**src/sv/goc_pkg.sv**
```systemverilog
// shared types, constants and helpers of the gaze offset calibrator
package goc_pkg;

  localparam int GOC_RING_DEPTH = 256;

  localparam int CFG_IDX_W = 3;
  localparam int CFG_DATA_W = 16;

  localparam logic [CFG_IDX_W-1:0] CFG_WINDOW_COUNT = 3'd0;
  localparam logic [CFG_IDX_W-1:0] CFG_SPAN_LIMIT   = 3'd1;
  localparam logic [CFG_IDX_W-1:0] CFG_TARGET_X     = 3'd2;
  localparam logic [CFG_IDX_W-1:0] CFG_TARGET_Y     = 3'd3;
  localparam logic [CFG_IDX_W-1:0] CFG_CALIB_BYPASS = 3'd4;

  localparam logic [8:0]  WINDOW_COUNT_RST = 9'd150;
  localparam logic [15:0] SPAN_LIMIT_RST   = 16'd160;
  localparam logic [15:0] TARGET_RST       = 16'd2775;

  typedef struct packed {
    logic signed [15:0] gaze_x;
    logic signed [15:0] gaze_y;
    logic               face_present;
    logic               fresh_frame;
  } gaze_in_t;

  typedef struct packed {
    logic signed [15:0] corrected_x;
    logic signed [15:0] corrected_y;
    logic [15:0]        span_x;
    logic [15:0]        span_y;
    logic               is_calibrated;
    logic               calib_done;
  } gaze_out_t;

  typedef struct packed {
    logic accept;
    logic face_clr;
    logic addr_clr;
    logic clear_wr;
    logic ring_wr;
    logic scan_issue;
    logic div_load;
    logic div_step;
    logic apply;
    logic face_leave;
    logic out_load;
  } goc_cmd_t;

  typedef struct packed {
    logic bypass;
    logic face;
    logic fresh;
    logic face_seen;
    logic calibrated;
    logic clear_last;
    logic scan_last;
    logic div_last;
  } goc_status_t;

  function automatic logic signed [15:0] sat16(input logic signed [17:0] v);
    logic signed [15:0] r;
    if (v > 18'sd32767) begin
      r = 16'sh7fff;
    end else if (v < -18'sd32768) begin
      r = 16'sh8000;
    end else begin
      r = v[15:0];
    end
    return r;
  endfunction

endpackage

```
**src/sv/goc_ctrl.sv**
```systemverilog
// controller: sequences clear, write, scan, divide and result handoff
module goc_ctrl (
  input  logic                 clk_i,
  input  logic                 rst_ni,
  input  logic                 in_valid_i,
  output logic                 in_ready_o,
  output logic                 out_valid_o,
  input  logic                 out_ready_i,
  input  goc_pkg::goc_status_t status_i,
  output goc_pkg::goc_cmd_t    cmd_o
);
  import goc_pkg::*;

  localparam logic [3:0] S_INIT     = 4'd0;
  localparam logic [3:0] S_IDLE     = 4'd1;
  localparam logic [3:0] S_DECIDE   = 4'd2;
  localparam logic [3:0] S_WIPE     = 4'd3;
  localparam logic [3:0] S_CHECK    = 4'd4;
  localparam logic [3:0] S_WRITE    = 4'd5;
  localparam logic [3:0] S_SCAN     = 4'd6;
  localparam logic [3:0] S_SCAN_END = 4'd7;
  localparam logic [3:0] S_DIV_LOAD = 4'd8;
  localparam logic [3:0] S_DIV      = 4'd9;
  localparam logic [3:0] S_APPLY    = 4'd10;
  localparam logic [3:0] S_FINISH   = 4'd11;
  localparam logic [3:0] S_OUT      = 4'd12;

  logic [3:0] state_q, state_d;
  logic       out_valid_q, out_valid_d;

  always_comb begin
    state_d    = state_q;
    cmd_o      = '0;
    in_ready_o = 1'b0;
    unique case (state_q)
      S_INIT: begin
        cmd_o.clear_wr = 1'b1;
        if (status_i.clear_last) state_d = S_IDLE;
      end
      S_IDLE: begin
        in_ready_o = 1'b1;
        if (in_valid_i) begin
          cmd_o.accept = 1'b1;
          state_d = S_DECIDE;
        end
      end
      S_DECIDE: begin
        if (status_i.bypass) begin
          state_d = S_OUT;
        end else if (status_i.face && !status_i.face_seen) begin
          cmd_o.face_clr = 1'b1;
          cmd_o.addr_clr = 1'b1;
          state_d = S_WIPE;
        end else begin
          state_d = S_CHECK;
        end
      end
      S_WIPE: begin
        cmd_o.clear_wr = 1'b1;
        if (status_i.clear_last) state_d = S_CHECK;
      end
      S_CHECK: begin
        if (status_i.face && !status_i.calibrated && status_i.fresh) begin
          cmd_o.addr_clr = 1'b1;
          state_d = S_WRITE;
        end else begin
          state_d = S_FINISH;
        end
      end
      S_WRITE: begin
        cmd_o.ring_wr = 1'b1;
        state_d = S_SCAN;
      end
      S_SCAN: begin
        cmd_o.scan_issue = 1'b1;
        if (status_i.scan_last) state_d = S_SCAN_END;
      end
      S_SCAN_END: begin
        state_d = S_DIV_LOAD;
      end
      S_DIV_LOAD: begin
        cmd_o.div_load = 1'b1;
        state_d = S_DIV;
      end
      S_DIV: begin
        cmd_o.div_step = 1'b1;
        if (status_i.div_last) state_d = S_APPLY;
      end
      S_APPLY: begin
        cmd_o.apply = 1'b1;
        state_d = S_FINISH;
      end
      S_FINISH: begin
        cmd_o.face_leave = 1'b1;
        state_d = S_OUT;
      end
      S_OUT: begin
        if (!out_valid_q || out_ready_i) begin
          cmd_o.out_load = 1'b1;
          state_d = S_IDLE;
        end
      end
      default: begin
        state_d = S_IDLE;
      end
    endcase
  end

  always_comb begin
    out_valid_d = out_valid_q;
    if (cmd_o.out_load) begin
      out_valid_d = 1'b1;
    end else if (out_ready_i) begin
      out_valid_d = 1'b0;
    end
  end

  always_ff @(posedge clk_i or negedge rst_ni) begin
    if (!rst_ni) begin
      state_q     <= S_INIT;
      out_valid_q <= 1'b0;
    end else begin
      state_q     <= state_d;
      out_valid_q <= out_valid_d;
    end
  end

  assign out_valid_o = out_valid_q;

endmodule
```
**config.mk**
```make
export PLATFORM = sky130hd
export DESIGN_NAME = goc_ctrl
export DESIGN_NICKNAME = d
export VERILOG_FILES = /design/src/sv/goc_pkg.sv /design/src/sv/goc_ctrl.sv
export SDC_FILE = /design/constraint.sdc
export NUM_CORES = 1
export LEC_CHECK = 0
export BUFFER_PORTS_ARGS = -buffer_cell sky130_fd_sc_hd__buf_2
export CAP_MARGIN = 25
export CORE_AREA = 3 3 42 44
export CTS_CLUSTER_SIZE = 20
export DETAILED_ROUTE_END_ITERATION = 10
export DIE_AREA = 0 0 45 47
export GPL_TIMING_DRIVEN = 0
export PLACE_DENSITY = 0.73
export SYNTH_ARGS = -nofsm -noshare
export SYNTH_HDL_FRONTEND = slang
export SYNTH_SLANG_ARGS = --single-unit
```
**constraint.sdc**
```tcl
create_clock -name clk_i -period 4.3 [get_ports clk_i]
set_input_delay 0.43 -clock clk_i [delete_from_list [all_inputs] [get_ports clk_i]]
set_output_delay 0.43 -clock clk_i [all_outputs]
set_load 0.005 [all_outputs]
```
==> results of run 1 <==
power by group through the flow:
stage          combinational [µW]  sequential [µW]  clock [µW]
2_1_floorplan                 255             86.8           0
3_3_place_gp                  327             91.2           0
3_5_place_dp                  331             92.7           0
4_1_cts                       332             92.2        56.2
5_1_grt                       366             95.4        61.9
6_report                      333             91.5        53.1
how the worst min path moves through the flow:
| stage | to | startpoint | slack [ns] |
|---|---|---|---|
| after floorplan | out_valid_o | rst_ni | 0.13 |
| after global placement | out_valid_o | rst_ni | 0.24 |
| after detailed placement | out_valid_o | rst_ni | 0.25 |
| after CTS | out_valid_o | out_ready_i | 0.51 |
| after global routing | out_valid_o | out_ready_i | 0.51 |
| final | out_valid_o | out_ready_i | 0.51 |
area by class of cell:
class                           count  area [µm²]
Sequential cell                     5       125.1
Clock buffer                        4       26.28
Multi-Input combinational cell     50       372.9
Timing Repair Buffer               25       130.1
Tap cell                           16       20.02
Fill cell                         157       752.0
Inverter                            3       11.26
Buffer                              5       33.78
layer usage:
layer	up-vias	global-route usage, %	share of wire (%)
li1	292	-	-
met1	241	16.97	46
met2	23	21.47	45
met3	2	5.747	8.8
met4	0	7.018	0.85
met5	-	0	0
kinds of logic (layout without fill, tap and decap cells):
logic type      after synthesis  after routing  synth area share, %
simple gates                 35             35                40.55
compound gates               13             13                22.58
buf+inv                       8             37                8.293
flops                         5              5                23.04
mux                           2              2                5.530
worst max-delay path, cell delays in order (launching register included):
cell,delay [ns]
dfrtp_1,0.45
clkbuf_1,0.23
nor4b_1,0.43
a21oi_1,0.12
nor3_1,0.12
buf_2,0.13
cell usage in the layout, fill, tap and decap left out, types with 3 or more instances in the layout:
master and instances:
buf_2 24, clkbuf_4 3, dfrtp_1 5, inv_1 3, nand2b_1 4, nor2_1 8
nor3_1 4
what timing repair did:
item	CTS	global route
endpoints found under the setup margin	0	0
buffers inserted	0	0
hold buffers	1	0
hold endpoints to repair	5	0
sequential cells by signal, summed over array words and instances, names as in the netlist:
signal       flops
out_valid_o      1
state_q          4
through the flow:
stage	setup slack (ns)	instance area, µm²	total power, µW	utilization [%]
floorplan	2.573	543.0	342.1	-
global placement	2.362	683.2	418.3	46.43
detailed placement	2.393	683.2	423.5	46.43
CTS	2.121	719.4	480.4	48.89
global route	1.962	719.4	522.8	48.89
finish	2.144	719.4	477.1	48.89
==> flow_metrics.py, run 1 <==
metrics = {
    "routing": {
        "route.detailed.drc": 0,
        "postRouteAntennaNets": 0,
        "vias": 558,
        "post_drt_via_cell_ratio": 5.167,
        "drt_wl_total_um": 1288,
        "dr.pass1.iters": 4,
        "drtIter0Drc": 17,
        "wire_per_inst_um": 11.93,
    },
    "pwr": {
        "ir_drop_uv": 259.9,
        "powerDensity_nw_per_um2": 663.1,
        "p_seq_share_pct": 19.2,
        "swShare_pct": 43.54,
        "p_leak_uw": 0.0003505,
        "pwr-share-clk_pct": 11.1,
        "p_int_uw": 269.3,
        "p_comb_share_pct": 69.7,
        "power_switching_uw": 207.7,
    },
    "outcome": {
        "status": "complete, no violations",
    },
    "setup_path": {
        "rr_worst_depth": 4,
        "timing.rr.end": "state_q[3]",
        "worst_setup_path_start_kind": "flip-flop",
        "r2r_setup_slack_ns": 2.38,
        "worstSetupPathType": "reg2out",
        "path_max_fanout": 10,
        "r2r_start": "state_q[1]",
        "critical_path_arrival_ns": 1.73,
        "cp-startpoint": "state_q[2]",
        "cp.required_ns": 3.87,
        "end_kind": "output pin",
        "cp-endpoint": "cmd_o[8]",
    },
    "yosys": {
        "synth_top_area_share_pct": 23.04,
        "synth-async-reset-ratio_pct": 100.0,
        "synth_fp_nets": 75,
        "synth_top_cells_by_area": "dfrtp_1, mux2_4, nor2_1",
        "synth_cell_types": 34,
        "synth_enable_flop_cells": 0,
        "synthTopCellsByCount": "nor2_1, dfrtp_1, nand2b_1, nor3_1, inv_1",
        "synth_seq_area_share_pct": 23.04,
        "synthFlopType": "dfrtp_1",
        "syn_area_um2": 543.0,
        "avgSynthCellArea_um2": 8.619,
        "syn_inst": 63,
        "yosysMostFrequentCell": "nor2_1",
        "ys_seq_elements": 5,
        "synth_top_area_cell": "dfrtp_1",
        "synth_warnings": 0,
    },
    "floorplan": {
        "core_area_um2": 1471,
        "die_area_um2": 2115,
        "fp-row-count": 14,
        "start_util_pct": 36.90,
        "die_x_um": 45,
        "fp.dieH_um": 47,
        "ios": 25,
    },
    "layout": {
        "drive_gt1_share_pct": 41.30,
        "area_delta_synth_final_pct": 32.49,
        "nets": 105,
        "diodes": 0,
        "instances_no_fill": 108,
    },
    "cts": {
        "clock-sinks": 5,
        "cts_made_buffers": 3,
        "cts_buffer_depth": 2,
        "root_buffer": "clkbuf_4",
        "cts_resized": 0,
        "path_clk_slew_ns": 0.04,
        "cts_tree": "done",
        "htreeDepth": 1,
        "clk_latency_ns": 0.24,
    },
    "flow_run": {
        "maxCapViolCount": 0,
    },
    "timing": {
        "final_max_slew_viol_count": 0,
        "maxSlewHeadroom_pct": 54.89,
        "hold_slack_ns": 0.5096,
        "worstMarginPinSlew_ns": 0.6596,
        "fin_crit_ns": 2.156,
        "fin_skew_ns": 0.001727,
        "max_freq_mhz": 463.7,
        "grt_setup_unrepaired": "false",
        "setup_viol": 0,
        "timing.final.crit_share_pct": 50.15,
        "final_hold_viol_count": 0,
        "fin_setup_tns_ns": 0,
    },
    "placed_design": {
        "gp_congestion": 0.7972,
        "dp_cells": 103,
        "post-dp-hpwl_um": 1017,
        "portBuffers": 24,
    },
    "grt": {
        "grt_util_all_layers_pct": 14.03,
        "grt_overflow_total": 0,
        "antenna_found_initial": 0,
        "first_global_vias": 519,
        "grt_pass1_wl_um": 2076,
        "grt_max_degree": 11,
    },
    "hold_path": {
        "holdPathStages": 3,
        "min_path_type": "in2reg",
    },
}
Power figures use the tool's default switching activity.
==> run 2, diff against run 1 <==
--- a/config.mk
+++ b/config.mk
@@ -12,7 +12,7 @@
 export DETAILED_ROUTE_END_ITERATION = 10
 export DIE_AREA = 0 0 45 47
 export GPL_TIMING_DRIVEN = 0
-export PLACE_DENSITY = 0.73
+export PLACE_DENSITY = 0.76
 export SYNTH_ARGS = -nofsm -noshare
 export SYNTH_HDL_FRONTEND = slang
 export SYNTH_SLANG_ARGS = --single-unit
==> constraint.sdc (replaced) <==
create_clock -name clk_i -period 1.81 [get_ports clk_i]
set_input_delay 0.181 -clock clk_i [delete_from_list [all_inputs] [get_ports clk_i]]
set_output_delay 0.181 -clock clk_i [all_outputs]
set_load 0.005 [all_outputs]
==> flow_metrics.py, run 2 (same netlist as run 1, synthesis figures left out) <==
metrics = {
    "cts": {
        "cts_tree": "done",
        "root_buffer": "clkbuf_4",
        "cts_buffer_depth": 2,
        "cts_made_buffers": 3,
        "htreeDepth": 1,
        "path_clk_slew_ns": 0.05,
        "clk_latency_ns": 0.25,
        "clock-sinks": 5,
    },
    "placed_design": {
        "gp_congestion": 0.7732,
        "post-dp-hpwl_um": 1057,
        "portBuffers": 24,
        "place_ws_ns": -0.1067,
    },
    "timing": {
        "grt_setup_unrepaired": "true",
        "fin_skew_ns": 0.0005121,
        "setup_viol": 0,
        "fin_crit_ns": 1.776,
        "fin_ws_ns": 0.03441,
        "maxSlewHeadroom_pct": 75.66,
        "max_freq_mhz": 563.2,
        "final_hold_viol_count": 0,
        "worstMarginPinSlew_ns": 0.3644,
        "timing.final.crit_share_pct": 98.10,
        "final_max_slew_viol_count": 0,
    },
    "grt": {
        "grt_max_degree": 11,
        "grt_util_all_layers_pct": 14.60,
        "grt_overflow_total": 0,
        "grt_pass1_wl_um": 2235,
        "first_global_vias": 495,
        "antenna_found_initial": 0,
    },
    "setup_path": {
        "cp_cell_sequence": "buf_6 -> or2_4 -> a2111oi_4 -> or3_4 -> mux2_4",
        "worstSetupPathType": "reg2reg",
        "crit_family": "simple AND/OR/NAND/NOR gates",
        "path_max_fanout": 8,
        "cp_slowest_cell": "dfrtp_1",
        "worst_setup_path_start_kind": "flip-flop",
        "path_buf_inv": 1,
        "critical_path_arrival_ns": 1.91,
        "r2r_setup_slack_ns": 0.03,
        "cp.required_ns": 1.94,
        "slowest_delay_ns": 0.39,
        "end_kind": "flip-flop",
    },
    "pwr": {
        "power_switching_uw": 541.8,
        "p_leak_uw": 0.0003874,
        "powerDensity_nw_per_um2": 1603,
        "p_comb_share_pct": 72.3,
        "p_seq_share_pct": 17.2,
        "pwr-share-clk_pct": 10.5,
        "power_uw": 1253,
        "swShare_pct": 43.23,
        "p_int_uw": 711.4,
        "ir_drop_uv": 623.3,
    },
    "floorplan": {
        "die_x_um": 45,
        "core_area_um2": 1471,
        "die_area_um2": 2115,
        "start_util_pct": 36.90,
        "fp-row-count": 14,
        "fp.dieH_um": 47,
        "ios": 25,
    },
    "layout": {
        "final_util_pct": 53.15,
        "nets": 109,
        "mostFrequentLayoutCells": "buf_2, nor2_1, buf_4",
        "mostFrequentLayoutCell": "buf_2",
        "drive_gt1_share_pct": 50.00,
        "diodes": 0,
        "area_delta_synth_final_pct": 44.01,
        "largest_reg_flops": 4,
        "regMostFlops": "state_q",
        "n_fill_cell": 143,
    },
    "routing": {
        "drtIter0Drc": 21,
        "vias": 612,
        "drt_wl_total_um": 1452,
        "post_drt_via_cell_ratio": 5.464,
        "route.detailed.drc": 0,
        "dr.pass1.iters": 4,
        "wire_per_inst_um": 12.96,
        "postRouteAntennaNets": 0,
    },
    "outcome": {
        "status": "complete, no violations",
    },
    "flow_run": {
        "maxCapViolCount": 0,
    },
    "hold_path": {
        "min_path_type": "in2reg",
    },
}
## run 2: cell count changes in the layout (fill, tap and decap cells not counted)
cell       previous run  this run
buf_6                 1         2
dfrtp_1               5         4
a2111oi_2             0         1
a2111oi_0             1         0
clkbuf_1              2         0
clkbuf_2              0         1
buf_1                 1         0
nor4b_1               1         0
dfrtp_2               0         1
buf_4                 2         6
clkinv_2              0         1
nor4b_4               0         1
## run 2: cell type report
type,count,area (µm²),area share [%]
buffer,5,42.54,5.440
clock inverter,1,5.005,0.6400
sequential,5,126.4,16.16
multi-input combinational,50,394.1,50.40
timing repair buffer,29,160.2,20.48
inverter,3,11.26,1.440
clock buffer,3,22.52,2.880
tap,16,20.02,2.560
## run 2: routing by layer
layer  routed length (µm)  GRT usage, %  part of all wire (%)  vias to the layer above
li1                     -             -                     -                      302
met5                    0             0                     0                        -
met1                  617         18.89                    42                      281
met2                  710         23.73                    49                       26
met4                   24         8.772                   1.7                        0
met3                  100         1.149                   6.9                        3
## run 2: power groups by stage
stage	sequential [µW]	combinational [µW]	clock (µW)
finish	216	906	131
global placement	217	777	0
floorplan	206	606	0
CTS	224	816	135
global route	225	993	137
detailed placement	219	788	0
## run 2: stage by stage
step	TNS [ns]	cell area, µm²	hold slack (ns)	instances
floorplan	0	543.0	-0.1146	63
CTS	0	738.2	0.2585	108
finish	0	782.0	0.2648	112
global route	-0.03992	782.0	0.2812	112
detailed placement	-0.2084	683.2	-0.001611	103
global placement	-0.1647	683.2	-0.006896	103
## run 2: worst min-delay path, stage by stage
cell,delay (ns)
buf_2,0.07
nand2b_1,0.14
nand2_1,0.07
## run 2: worst paths after layout
path | depth (start not counted) | from | end
worst min register to register | 2 | out_valid_o | out_valid_o
worst max-delay path | 5 | state_q[1] | state_q[1]
worst min-delay path | 3 | out_ready_i | out_valid_o
max in group asynchronous | 2 | rst_ni | state_q[2]
min in group asynchronous | 2 | rst_ni | out_valid_o
worst max register to register | 5 | state_q[1] | state_q[1]
## run 2: repair_timing
action,4_1_cts,5_1_grt
hold buffers,1,0
pin swaps,2,2
cloned,0,0
hold endpoints to repair,5,0
buffers inserted,0,4
gates resized for setup,6,4
endpoints found under the setup margin,3,7
